$ cat config.mk
export PLATFORM = sky130hd
export DESIGN_NAME = assembly_line_tokenizer
export DESIGN_NICKNAME = d
export VERILOG_FILES = /design/src/sv/alt_pkg.sv /design/src/sv/alt_in_stage.sv /design/src/sv/alt_parser.sv /design/src/sv/alt_out_stage.sv /design/src/sv/assembly_line_tokenizer.sv
export SDC_FILE = /design/constraint.sdc
export NUM_CORES = 1
export LEC_CHECK = 0
export ABC_AREA = 1
export BUFFER_PORTS_ARGS = -buffer_cell sky130_fd_sc_hd__buf_2
export CAP_MARGIN = 10
export CORE_ASPECT_RATIO = 1.1
export CORE_UTILIZATION = 37
export CTS_CLUSTER_DIAMETER = 200
export DETAILED_ROUTE_END_ITERATION = 16
export PLACE_DENSITY = 0.51
export SETUP_SLACK_MARGIN = 0.2
export SYNTH_ARGS = -nofsm -noshare
export SYNTH_HDL_FRONTEND = slang
export SYNTH_HIERARCHICAL = 1
export SYNTH_SLANG_ARGS = --single-unit
$ cat constraint.sdc
create_clock -name aclk -period 5.37 [get_ports aclk]
set_clock_uncertainty 0.15 [all_clocks]
set_input_delay 1.074 -clock aclk [delete_from_list [all_inputs] [get_ports aclk]]
set_output_delay 1.074 -clock aclk [all_outputs]
set_load 0.005 [all_outputs]
$ cat src/sv/alt_pkg.sv
// Shared types, character codes and field codes for the assembly line tokenizer.
package alt_pkg;

    // Mnemonic letters kept per line (1..8)
    localparam int MAX_CMD = 8;

    localparam int TEXT_W  = 64;
    localparam int LEN_W   = 4;
    localparam int ARG_W   = 32;
    localparam int CHAR_W  = 8;
    localparam int DATA_W  = 104;

    // Character codes
    localparam logic [7:0] CH_SPACE = 8'h20;
    localparam logic [7:0] CH_TAB   = 8'h09;
    localparam logic [7:0] CH_LF    = 8'h0A;
    localparam logic [7:0] CH_CR    = 8'h0D;
    localparam logic [7:0] CH_SEMI  = 8'h3B;
    localparam logic [7:0] CH_AMP   = 8'h26;
    localparam logic [7:0] CH_PLUS  = 8'h2B;
    localparam logic [7:0] CH_MINUS = 8'h2D;
    localparam logic [7:0] CH_ZERO  = 8'h30;
    localparam logic [7:0] CH_NINE  = 8'h39;
    localparam logic [7:0] CH_UC_A  = 8'h41;
    localparam logic [7:0] CH_UC_Z  = 8'h5A;
    localparam logic [7:0] CH_LC_A  = 8'h61;
    localparam logic [7:0] CH_LC_Z  = 8'h7A;
    localparam logic [7:0] CH_UC_C  = 8'h43;
    localparam logic [7:0] CH_UC_B  = 8'h42;
    localparam logic [7:0] CH_UC_W  = 8'h57;
    localparam logic [7:0] CH_UC_D  = 8'h44;
    localparam logic [7:0] CH_LC_C  = 8'h63;
    localparam logic [7:0] CH_LC_B  = 8'h62;
    localparam logic [7:0] CH_LC_W  = 8'h77;
    localparam logic [7:0] CH_LC_D  = 8'h64;

    // Line kinds
    localparam logic [1:0] KIND_INSTR   = 2'd0;
    localparam logic [1:0] KIND_COMMENT = 2'd1;
    localparam logic [1:0] KIND_ERROR   = 2'd2;

    // Data types
    localparam logic [1:0] TYPE_C = 2'd0;
    localparam logic [1:0] TYPE_B = 2'd1;
    localparam logic [1:0] TYPE_W = 2'd2;
    localparam logic [1:0] TYPE_D = 2'd3;

    // Saturation bound of the argument magnitude
    localparam logic [ARG_W-1:0] MAG_LIMIT = 32'h8000_0000;
    localparam logic [ARG_W-1:0] ARG_MAX   = 32'h7FFF_FFFF;

    // One character request held in the input register
    typedef struct packed {
        logic [CHAR_W-1:0] code;
        logic              eol;
    } alt_char_t;

    // One line result
    typedef struct packed {
        logic [1:0]        kind;
        logic [TEXT_W-1:0] text;
        logic [LEN_W-1:0]  length;
        logic              truncated;
        logic              pointer;
        logic [1:0]        dtype;
        logic [ARG_W-1:0]  argument;
    } alt_result_t;

endpackage

$ cat src/sv/alt_in_stage.sv
// Input register for character requests.
module alt_in_stage (
    input  logic                aclk,
    input  logic                aresetn,
    input  logic                s_tvalid,
    output logic                s_tready,
    input  logic [7:0]          s_tdata,   // [7:0] char_code
    input  logic                s_tlast,   // end_of_line
    input  logic                advance,
    output logic                char_valid,
    output alt_pkg::alt_char_t  char_out
);

    logic               valid_reg, valid_next;
    alt_pkg::alt_char_t char_reg, char_next;

    // Free when empty or when the held character moves on this cycle
    assign s_tready = !valid_reg || advance;

    always_comb begin
        valid_next = valid_reg;
        char_next  = char_reg;
        if (s_tvalid && s_tready) begin
            valid_next    = 1'b1;
            char_next.code = s_tdata;
            char_next.eol  = s_tlast;
        end else if (advance) begin
            valid_next = 1'b0;
        end
    end

    always_ff @(posedge aclk) begin
        if (!aresetn) begin
            valid_reg <= 1'b0;
        end else begin
            valid_reg <= valid_next;
        end
        char_reg <= char_next;
    end

    assign char_valid = valid_reg;
    assign char_out   = char_reg;

endmodule

$ cat src/sv/alt_parser.sv
// Per-line parse state and the one-character update that forms the line result.
module alt_parser #(
    parameter int MAX_CMD = alt_pkg::MAX_CMD
) (
    input  logic                  aclk,
    input  logic                  aresetn,
    input  logic                  advance,
    input  alt_pkg::alt_char_t    char_in,
    output alt_pkg::alt_result_t  result
);

    typedef enum logic [3:0] {
        PH_LEAD,
        PH_MNEM,
        PH_BLANK1,
        PH_BLANK2,
        PH_BLANK3,
        PH_SIGNED,
        PH_DIGITS,
        PH_DONE,
        PH_COMMENT,
        PH_ERROR
    } phase_t;

    phase_t                         phase_reg, phase_next, ph;
    logic [alt_pkg::TEXT_W-1:0]     text_reg, text_next, text_w;
    logic [alt_pkg::LEN_W-1:0]      count_reg, count_next, count_w;
    logic                           ovf_reg, ovf_next, ovf_w;
    logic                           amp_reg, amp_next, amp_w;
    logic [1:0]                     type_reg, type_next, type_w;
    logic [alt_pkg::ARG_W-1:0]      acc_reg, acc_next, acc_w;
    logic                           neg_reg, neg_next, neg_w;
    logic                           cmt_reg, cmt_next, cmt_w;

    logic [7:0]  c;
    logic        stop;
    logic        is_letter, is_blank, is_space, is_digit;
    logic [35:0] acc_prod;

    assign c         = char_in.code;
    assign is_letter = (c >= alt_pkg::CH_UC_A && c <= alt_pkg::CH_UC_Z) ||
                       (c >= alt_pkg::CH_LC_A && c <= alt_pkg::CH_LC_Z);
    assign is_blank  = (c == alt_pkg::CH_SPACE) || (c == alt_pkg::CH_TAB);
    assign is_space  = (c == alt_pkg::CH_SPACE) ||
                       (c >= alt_pkg::CH_TAB && c <= alt_pkg::CH_CR);
    assign is_digit  = (c >= alt_pkg::CH_ZERO) && (c <= alt_pkg::CH_NINE);

    // acc * 10 + digit; digit codes carry their value in the low nibble
    assign acc_prod = {1'b0, acc_reg, 3'b000} + {3'b000, acc_reg, 1'b0} +
                      {32'd0, c[3:0]};

    // Walk the character through the remaining parts of the line
    always_comb begin
        ph      = phase_reg;
        text_w  = text_reg;
        count_w = count_reg;
        ovf_w   = ovf_reg;
        amp_w   = amp_reg;
        type_w  = type_reg;
        acc_w   = acc_reg;
        neg_w   = neg_reg;
        cmt_w   = cmt_reg;
        stop    = 1'b0;

        if (ph == PH_LEAD) begin
            if (is_blank) begin
                stop = 1'b1;
            end else if (c == alt_pkg::CH_SEMI) begin
                cmt_w = 1'b1;
                ph    = PH_COMMENT;
                stop  = 1'b1;
            end else if (!is_letter) begin
                ph   = PH_ERROR;
                stop = 1'b1;
            end else begin
                ph = PH_MNEM;
            end
        end

        if (!stop && ph == PH_MNEM) begin
            if (is_letter) begin
                if (count_w < alt_pkg::LEN_W'(MAX_CMD)) begin
                    for (int i = 0; i < 8; i++) begin
                        if (count_w == alt_pkg::LEN_W'(i)) begin
                            text_w[8*i +: 8] = c;
                        end
                    end
                    count_w = count_w + 1'b1;
                end else begin
                    ovf_w = 1'b1;
                end
                stop = 1'b1;
            end else begin
                ph = PH_BLANK1;
            end
        end

        if (!stop && ph == PH_BLANK1) begin
            if (is_blank) begin
                stop = 1'b1;
            end else begin
                ph = PH_BLANK2;
                if (c == alt_pkg::CH_AMP) begin
                    amp_w = 1'b1;
                    stop  = 1'b1;
                end
            end
        end

        if (!stop && ph == PH_BLANK2) begin
            if (is_blank) begin
                stop = 1'b1;
            end else begin
                ph = PH_BLANK3;
                case (c)
                    alt_pkg::CH_UC_C, alt_pkg::CH_LC_C: begin
                        type_w = alt_pkg::TYPE_C;
                        stop   = 1'b1;
                    end
                    alt_pkg::CH_UC_B, alt_pkg::CH_LC_B: begin
                        type_w = alt_pkg::TYPE_B;
                        stop   = 1'b1;
                    end
                    alt_pkg::CH_UC_W, alt_pkg::CH_LC_W: begin
                        type_w = alt_pkg::TYPE_W;
                        stop   = 1'b1;
                    end
                    alt_pkg::CH_UC_D, alt_pkg::CH_LC_D: begin
                        type_w = alt_pkg::TYPE_D;
                        stop   = 1'b1;
                    end
                    default: begin
                    end
                endcase
            end
        end

        if (!stop && ph == PH_BLANK3) begin
            if (is_space) begin
                stop = 1'b1;
            end else if (c == alt_pkg::CH_PLUS || c == alt_pkg::CH_MINUS) begin
                neg_w = (c == alt_pkg::CH_MINUS);
                ph    = PH_SIGNED;
                stop  = 1'b1;
            end else begin
                ph = PH_SIGNED;
            end
        end

        if (!stop && (ph == PH_SIGNED || ph == PH_DIGITS)) begin
            if (is_digit) begin
                acc_w = (acc_prod > {4'd0, alt_pkg::MAG_LIMIT}) ?
                        alt_pkg::MAG_LIMIT : acc_prod[alt_pkg::ARG_W-1:0];
                ph    = PH_DIGITS;
            end else begin
                ph = PH_DONE;
            end
        end
    end

    // Result of the line as it stands after this character
    always_comb begin
        result.kind      = alt_pkg::KIND_INSTR;
        result.text      = text_w;
        result.length    = count_w;
        result.truncated = ovf_w;
        result.pointer   = amp_w;
        result.dtype     = type_w;
        if (neg_w) begin
            result.argument = 32'd0 - acc_w;
        end else begin
            result.argument = (acc_w >= alt_pkg::MAG_LIMIT) ? alt_pkg::ARG_MAX : acc_w;
        end
        if (cmt_w || ph == PH_LEAD || ph == PH_ERROR || count_w == '0) begin
            result.kind      = cmt_w ? alt_pkg::KIND_COMMENT : alt_pkg::KIND_ERROR;
            result.text      = '0;
            result.length    = '0;
            result.truncated = 1'b0;
            result.pointer   = 1'b0;
            result.dtype     = alt_pkg::TYPE_D;
            result.argument  = '0;
        end
    end

    // Commit on each character; the last one of a line clears everything
    always_comb begin
        phase_next = phase_reg;
        text_next  = text_reg;
        count_next = count_reg;
        ovf_next   = ovf_reg;
        amp_next   = amp_reg;
        type_next  = type_reg;
        acc_next   = acc_reg;
        neg_next   = neg_reg;
        cmt_next   = cmt_reg;
        if (advance) begin
            if (char_in.eol) begin
                phase_next = PH_LEAD;
                text_next  = '0;
                count_next = '0;
                ovf_next   = 1'b0;
                amp_next   = 1'b0;
                type_next  = alt_pkg::TYPE_D;
                acc_next   = '0;
                neg_next   = 1'b0;
                cmt_next   = 1'b0;
            end else begin
                phase_next = ph;
                text_next  = text_w;
                count_next = count_w;
                ovf_next   = ovf_w;
                amp_next   = amp_w;
                type_next  = type_w;
                acc_next   = acc_w;
                neg_next   = neg_w;
                cmt_next   = cmt_w;
            end
        end
    end

    always_ff @(posedge aclk) begin
        if (!aresetn) begin
            phase_reg <= PH_LEAD;
            text_reg  <= '0;
            count_reg <= '0;
            ovf_reg   <= 1'b0;
            amp_reg   <= 1'b0;
            type_reg  <= alt_pkg::TYPE_D;
            acc_reg   <= '0;
            neg_reg   <= 1'b0;
            cmt_reg   <= 1'b0;
        end else begin
            phase_reg <= phase_next;
            text_reg  <= text_next;
            count_reg <= count_next;
            ovf_reg   <= ovf_next;
            amp_reg   <= amp_next;
            type_reg  <= type_next;
            acc_reg   <= acc_next;
            neg_reg   <= neg_next;
            cmt_reg   <= cmt_next;
        end
    end

endmodule

$ cat src/sv/alt_out_stage.sv
// Result register driving the master-side stream.
module alt_out_stage (
    input  logic                  aclk,
    input  logic                  aresetn,
    input  logic                  load,
    input  alt_pkg::alt_result_t  result,
    output logic                  m_tvalid,
    input  logic                  m_tready,
    output logic [103:0]          m_tdata,   // text[63:0] length[67:64] truncated[68]
                                             // pointer[69] data_type[71:70] argument[103:72]
    output logic [1:0]            m_tuser    // line_kind
);

    logic                 valid_reg, valid_next;
    alt_pkg::alt_result_t res_reg, res_next;

    always_comb begin
        valid_next = valid_reg;
        res_next   = res_reg;
        if (load) begin
            valid_next = 1'b1;
            res_next   = result;
        end else if (m_tready) begin
            valid_next = 1'b0;
        end
    end

    always_ff @(posedge aclk) begin
        if (!aresetn) begin
            valid_reg <= 1'b0;
        end else begin
            valid_reg <= valid_next;
        end
        res_reg <= res_next;
    end

    assign m_tvalid = valid_reg;
    assign m_tuser  = res_reg.kind;
    assign m_tdata  = {res_reg.argument, res_reg.dtype, res_reg.pointer,
                       res_reg.truncated, res_reg.length, res_reg.text};

endmodule

$ cat src/sv/assembly_line_tokenizer.sv
// Assembly line tokenizer top level: one character per request, one result per line.
// A line's result is loaded into the output register as its last character moves on.
// Throughput: one character per cycle while no finished result waits downstream.
// The input register only holds while a finished result waits downstream.
// Reset (aresetn low, synchronous) empties both registers and restarts the line parse.
module assembly_line_tokenizer #(
    parameter int MAX_CMD = alt_pkg::MAX_CMD
) (
    input  logic          aclk,
    input  logic          aresetn,
    input  logic          s_tvalid,
    output logic          s_tready,
    input  logic [7:0]    s_tdata,   // [7:0] char_code
    input  logic          s_tlast,   // end_of_line
    output logic          m_tvalid,
    input  logic          m_tready,
    output logic [103:0]  m_tdata,   // mnemonic_text[63:0] mnemonic_length[67:64]
                                     // mnemonic_truncated[68] pointer_flag[69]
                                     // data_type[71:70] argument[103:72]
    output logic [1:0]    m_tuser    // line_kind
);

    logic                 char_valid;
    alt_pkg::alt_char_t   char_q;
    alt_pkg::alt_result_t result;
    logic                 advance;
    logic                 load;

    // A character moves on unless it ends a line and the result slot is full and not taken
    assign advance = char_valid && (!char_q.eol || !m_tvalid || m_tready);
    assign load    = advance && char_q.eol;

    alt_in_stage u_in (
        .aclk       (aclk),
        .aresetn    (aresetn),
        .s_tvalid   (s_tvalid),
        .s_tready   (s_tready),
        .s_tdata    (s_tdata),
        .s_tlast    (s_tlast),
        .advance    (advance),
        .char_valid (char_valid),
        .char_out   (char_q)
    );

    alt_parser #(
        .MAX_CMD (MAX_CMD)
    ) u_parse (
        .aclk    (aclk),
        .aresetn (aresetn),
        .advance (advance),
        .char_in (char_q),
        .result  (result)
    );

    alt_out_stage u_out (
        .aclk     (aclk),
        .aresetn  (aresetn),
        .load     (load),
        .result   (result),
        .m_tvalid (m_tvalid),
        .m_tready (m_tready),
        .m_tdata  (m_tdata),
        .m_tuser  (m_tuser)
    );

    // A waiting result is never overwritten
    a_no_overwrite: assert property (@(posedge aclk) disable iff (!aresetn)
        (m_tvalid && !m_tready) |-> !load)
        else $error("result overwritten while waiting");

    // Input only stalls on a held character
    a_stall_cause: assert property (@(posedge aclk) disable iff (!aresetn)
        !s_tready |-> (char_valid && char_q.eol && m_tvalid && !m_tready))
        else $error("input stalled without cause");

    // Non-instruction lines carry only the default fields
    a_plain_kinds: assert property (@(posedge aclk) disable iff (!aresetn)
        (m_tvalid && m_tuser != alt_pkg::KIND_INSTR) |->
        (m_tdata[69:0] == '0 && m_tdata[71:70] == alt_pkg::TYPE_D && m_tdata[103:72] == '0))
        else $error("comment or error line with payload");

    // Instructions keep one to MAX_CMD letters; truncation only at the limit
    a_length: assert property (@(posedge aclk) disable iff (!aresetn)
        (m_tvalid && m_tuser == alt_pkg::KIND_INSTR) |->
        (m_tdata[67:64] != '0 && m_tdata[67:64] <= 4'(MAX_CMD) &&
         (!m_tdata[68] || m_tdata[67:64] == 4'(MAX_CMD))))
        else $error("bad mnemonic length");

endmodule

==> results of run 1 <==
-- cell families (layout without fill, tap and decap cells) --
family / count (synthesis) / after routing
simple gates: 1120 / 1120
fa+ha+maj: 70 / 70
flops: 227 / 227
compound gates: 287 / 287
buf+inv: 336 / 448
xor+xnor: 12 / 12
-- cells in the mapped netlist, types with 19 or more instances --
cell type,number
a21oi_1,145
nand2_2,20
inv_2,26
nand4_1,25
edfxtp_1,115
ha_1,68
nor2_2,19
or2_2,52
clkbuf_1,49
nand2_1,630
nor2_1,249
inv_1,240
o21ai_0,75
dfxtp_1,112
nand3_1,86
-- final cells by class --
| class | instances | area, sq um |
|---|---|---|
| Inverter | 267 | 1000 |
| Sequential cell | 227 | 5700 |
| Timing Repair Buffer | 135 | 742 |
| Clock inverter | 15 | 193 |
| Clock buffer | 31 | 689 |
| Tap cell | 500 | 626 |
| Fill cell | 4014 | 21900 |
| Multi-Input combinational cell | 1489 | 7440 |
-- routing by layer --
layer,GRT usage,up-vias,wire [um]
li1,-,6769,-
met1,0.299,6063,20200
met2,0.366,254,20700
met3,0.0205,68,1540
met4,0.0629,0,1060
met5,0,-,0
-- critical path: stages, from the launching register on --
cell	delay (ps)
edfxtp_1	470
ha_1	340
ha_2	250
fa_2	400
nand3_1	110
nand3_2	140
nand2_1	120
nand2_1	100
nand3_1	150
nand3_1	80
nand2_1	60
nand2_1	120
nor2_1	210
nand2_1	70
nor2_1	100
nand4_1	150
nand2_4	160
nand2_1	100
o21ai_4	220
inv_2	70
ha_1	200
nand3_2	90
nand2_2	100
nand2_1	150
nor2_2	80
o21ai_0	140
a21oi_1	90
-- metrics by stage --
step                      setup WS, ps  power, mW
after floorplan                    789       2.12
after global placement             479       2.24
after detailed placement           406       2.24
after CTS                          381       4.10
after global routing               240       4.20
final                              671       4.04
-- worst paths after layout --
| path | startpoint | end | slack (ps) | depth (start not counted) |
|---|---|---|---|---|
| setup / recovery | u_in/char_out[3] | u_out/m_tdata[88] | 670 | 26 |
| hold / removal | u_parse/text_reg[36] | u_parse/text_reg[36] | 310 | 2 |
| setup reg to reg | u_in/char_out[3] | u_out/m_tdata[88] | 670 | 26 |
| hold reg to reg | u_parse/text_reg[36] | u_parse/text_reg[36] | 310 | 2 |
-- power by group through the flow --
stage	Clock [mW]	Combinational [mW]	Sequential, mW
after floorplan	0	0.211	1.91
after global placement	0	0.329	1.91
after detailed placement	0	0.328	1.91
after CTS	1.90	0.330	1.87
after global routing	1.97	0.361	1.87
final	1.85	0.325	1.87
-- what timing repair did --
| item | in CTS | in global routing |
|---|---|---|
| endpoints found under the setup margin | 0 | 25 |
| setup buffers | 0 | 1 |
| gates resized for setup | 0 | 8 |
==> results.yml, run 1 <==
global_route:
  grt_first_pass_wirelength_um: 68700
  grt-ovfl-total: 0
  grt_usage: 0.219
  antenna_found_initial: 0
  grt_max_degree: 108
  grt_pass1_vias: 12600
logic_synthesis:
  synth_edf_count: 115
  synth.top_cell.area_share: 0.239
  synth_area_sq_um: 14400
  yosys.area_share.simple: 0.330
  synthTopCellsByArea: "edfxtp_1, nand2_1, dfxtp_1"
  synth_xor_area_frac: 0.00728
  synth.area.mux_share: 0
  synthArstFlopShare: 0
  synth_compound_area_frac: 0.113
  synth-adder-area-share: 0.0617
  synthDistinctLibCells: 53
  synth_ff_type: "edfxtp_1"
  synth_top_family_by_area: "simple AND/OR/NAND/NOR gates"
  synth-seq-cells: 227
  synth-seq-area-share: 0.395
  syn_avg_cell_area_sq_um: 7.03
  yosysWarnings: 6
  syn-num-nets: 2135
  synth_cells: 2052
  synth_top_area_cell: "edfxtp_1"
clock_tree:
  cts_tree: "done"
  clockBufferDepth: 3
  clkTransAtPathRegs_ps: 60
  h-tree-depth: 1
  ctsHoldBuffers: 0
  clock_sinks: 227
  clk_latency_ps: 540
  clock-root-buffer: "clkbuf_16"
  cts_buffers: 25
setup_path:
  path_class: "flip-flop to flip-flop"
  critPathMaxFanout: 9
  cp.arrival_ps: 4810
  end_kind: "flip-flop"
  required_ps: 5480
  crit_path_start_kind: "flip-flop"
min_path:
  hold_class: "flip-flop to flip-flop"
floorplan:
  boundaryPins: 121
  dieArea_sq_um: 39800
  die_w_um: 190
  core-area_sq_um: 38300
  row_count: 75
  die_h_um: 209
  start_util: 0.377
finish:
  final_cells: 2664
  antenna_cells: 0
  area_delta_synth_final_pct: 13.6
  final_cell_mix: "nand2_1, nor2_1, inv_1"
  final_area_sq_um: 16400
  mostFrequentLayoutCell: "nand2_1"
  fin_nets: 2228
  largest_reg_flops: 104
  fin_util: 0.428
  drive_gt1_frac: 0.158
routing:
  wl_um: 43500
  viasPerCell: 4.94
  first_pass_iters: 5
  drt_drc_violations_left: 0
  drt_iter0_markers: 737
  wl_per_cell_um: 16.3
  ant_nets: 0
  dr_total_vias: 13200
place:
  dpl.hpwl_um: 33000
  post_dp_cell_area_sq_um: 15500
  port_buffers: 120
  gp_congestion: 0.901
  dp.cells: 2617
timing:
  hold_viol: 0
  setup_violations: 0
  max_slew_margin: 0.281
  min_period_over_period: 0.875
  max_clock_freq_ghz: 0.213
  fin_crit_ps: 4700
  rsz0062_at_grt: "no"
  worst_pin_slew_ps: 1080
  final-max-slew-violation-count: 0
  setup_tns_ps: 0
  fin_hold_ws_ps: 312
power:
  switching_power_mw: 0.995
  ir_drop_mv: 0.224
  powerDensity_nw_per_um2: 247
  p_int_mw: 3.05
  p_leak_nw: 7.37
  power_frac_comb: 0.080
  sw_frac_of_total: 0.246
  p_clk_frac: 0.457
  p_seq_frac: 0.463
run:
  cap_violations: 0
outcome:
  outcome: "finished clean"
No activity file was read; power rests on OpenSTA's default activity.
==> run 2: changes to the inputs <==
--- a/config.mk
+++ b/config.mk
@@ -9,10 +9,10 @@
 export BUFFER_PORTS_ARGS = -buffer_cell sky130_fd_sc_hd__buf_2
 export CAP_MARGIN = 10
 export CORE_ASPECT_RATIO = 1.1
-export CORE_UTILIZATION = 37
+export CORE_UTILIZATION = 61
 export CTS_CLUSTER_DIAMETER = 200
 export DETAILED_ROUTE_END_ITERATION = 16
-export PLACE_DENSITY = 0.51
+export PLACE_DENSITY = 0.78
 export SETUP_SLACK_MARGIN = 0.2
 export SYNTH_ARGS = -nofsm -noshare
 export SYNTH_HDL_FRONTEND = slang
==> results.yml, run 2 (synthesis gave the netlist of run 1 again) <==
place:
  dpl.hpwl_um: 29900
  preCtsSetupSlack_ps: 440
  port_buffers: 120
  dp.cells: 2413
  gp_congestion: 0.953
floorplan:
  core-area_sq_um: 23100
  dieArea_sq_um: 24300
  die_w_um: 149
  boundaryPins: 121
  row_count: 58
  die_h_um: 163
  start_util: 0.626
finish:
  final_cell_mix: "nand2_1, nor2_1, inv_1"
  final_cells: 2462
  drive_gt1_frac: 0.156
  largest_reg_flops: 104
  mostFrequentLayoutCell: "nand2_1"
  fin_util: 0.696
  area_delta_synth_final_pct: 11.2
  antenna_cells: 0
  fin_nets: 2227
  multi_input_area_sq_um: 7420
  regArea_sq_um: 5700
  fillers: 1973
global_route:
  grt_first_pass_wirelength_um: 63400
  grt_usage: 0.332
  grt_pass1_vias: 12600
  grt_max_degree: 108
  antenna_found_initial: 0
  grt-ovfl-total: 0
timing:
  rsz0062_at_grt: "no"
  worst_pin_slew_ps: 1110
  min_period_over_period: 0.891
  setup_slack_ps: 585
  max_clock_freq_ghz: 0.209
  fin_crit_ps: 4790
  setup_tns_ps: 0
  max_slew_margin: 0.256
  setup_violations: 0
  hold_viol: 0
  final-max-slew-violation-count: 0
setup_path:
  crit_path_start_kind: "flip-flop"
  crit_slowest_cell: "fa_1"
  cp.arrival_ps: 4910
  max_stage_delay_ps: 560
  path_class: "flip-flop to flip-flop"
  critPathMaxFanout: 6
  path_common_cell: "nand2_1"
  end_kind: "flip-flop"
  crit_buf_inv: 2
  required_ps: 5500
  crit_family: "simple AND/OR/NAND/NOR gates"
power:
  p_leak_nw: 7.36
  power_mw: 3.91
  powerDensity_nw_per_um2: 244
  switching_power_mw: 0.957
  power_frac_comb: 0.083
  ir_drop_mv: 0.268
  p_seq_frac: 0.478
  p_clk_frac: 0.438
  sw_frac_of_total: 0.245
  p_int_mw: 2.95
outcome:
  outcome: "finished clean"
routing:
  met3_length_um: 2910
  ant_nets: 0
  top_layer: "met4"
  drt_iter0_markers: 1203
  wl_um: 40900
  first_pass_iters: 8
  wl_per_cell_um: 16.6
  dr_total_vias: 13800
  wl_met2_um: 19300
  drt_drc_violations_left: 0
  wl_met1_um: 17200
  viasPerCell: 5.61
clock_tree:
  clk_latency_ps: 520
  clockBufferDepth: 3
  ctsHoldBuffers: 0
  clock-root-buffer: "clkbuf_16"
  h-tree-depth: 1
  clkTransAtPathRegs_ps: 60
  clock_sinks: 227
  cts_tree: "done"
  cts_buffers: 24
min_path:
  hold_class: "flip-flop to flip-flop"
run:
  cap_violations: 0
run 2: area by class of cell:
class,count,share of cell area
Timing Repair Buffer,135,0.0454
Clock buffer,28,0.0403
Tap cell,300,0.0234
Inverter,267,0.0625
Multi-Input combinational cell,1489,0.462
Sequential cell,227,0.355
Clock inverter,16,0.0113
run 2: worst reg2reg max path: stages, from the launching register on:
cell      delay, ps
edfxtp_1        440
fa_1            560
fa_1            510
nand3_1         130
nand3_2         130
nand2_1          90
nand2_1         120
nand2_1         130
nand2_1          70
nand2_1          80
nand3_1          70
nand2_1          70
inv_1            40
nand2_1          70
nor2_1           70
nand2_1         130
nand2_2         100
inv_1           150
nor2_1           80
o21ai_2         250
ha_1            230
nand3_2         100
nand2_2         130
nand2_1         140
a21oi_4         220
nand2_1         110
o21ai_1         130
nor2_1           50
run 2: what timing repair did:
| item | 4_1_cts | 5_1_grt |
|---|---|---|
| endpoints found under the setup margin | 0 | 27 |
| gates resized for setup | 0 | 3 |
| hold endpoints to repair | 0 | 0 |
| setup buffers | 0 | 5 |
run 2: through the flow:
step	hold slack (ps)	cell area (sq um)
6_report	310	16100
5_1_grt	331	16100
4_1_cts	312	16000
3_5_place_dp	302	15200
3_3_place_gp	295	15200
2_1_floorplan	284	14400
run 2: path summary, 6_finish.rpt:
check	from	to	slack (ps)	depth (start not counted)
hold reg to reg	u_parse/text_reg[34]	u_parse/text_reg[34]	310	2
setup reg to reg	u_in/char_out[4]	u_out/m_tdata[94]	580	27
setup / recovery	u_in/char_out[4]	u_out/m_tdata[94]	580	27
hold / removal	u_parse/text_reg[34]	u_parse/text_reg[34]	310	2
run 2: metal layers:
metal | vias to the layer above | global-route usage
met4 | 0 | 0.118
met3 | 92 | 0.0366
met2 | 574 | 0.565
met1 | 6396 | 0.437
met5 | - | 0
li1 | 6756 | -
run 2: power by group through the flow:
| stage | clock network, mW | logic, mW | registers (mW) |
|---|---|---|---|
| 2_1_floorplan | 0 | 0.211 | 1.91 |
| 3_3_place_gp | 0 | 0.308 | 1.91 |
| 3_5_place_dp | 0 | 0.315 | 1.91 |
| 4_1_cts | 1.73 | 0.317 | 1.87 |
| 5_1_grt | 1.80 | 0.353 | 1.87 |
| 6_report | 1.71 | 0.325 | 1.87 |
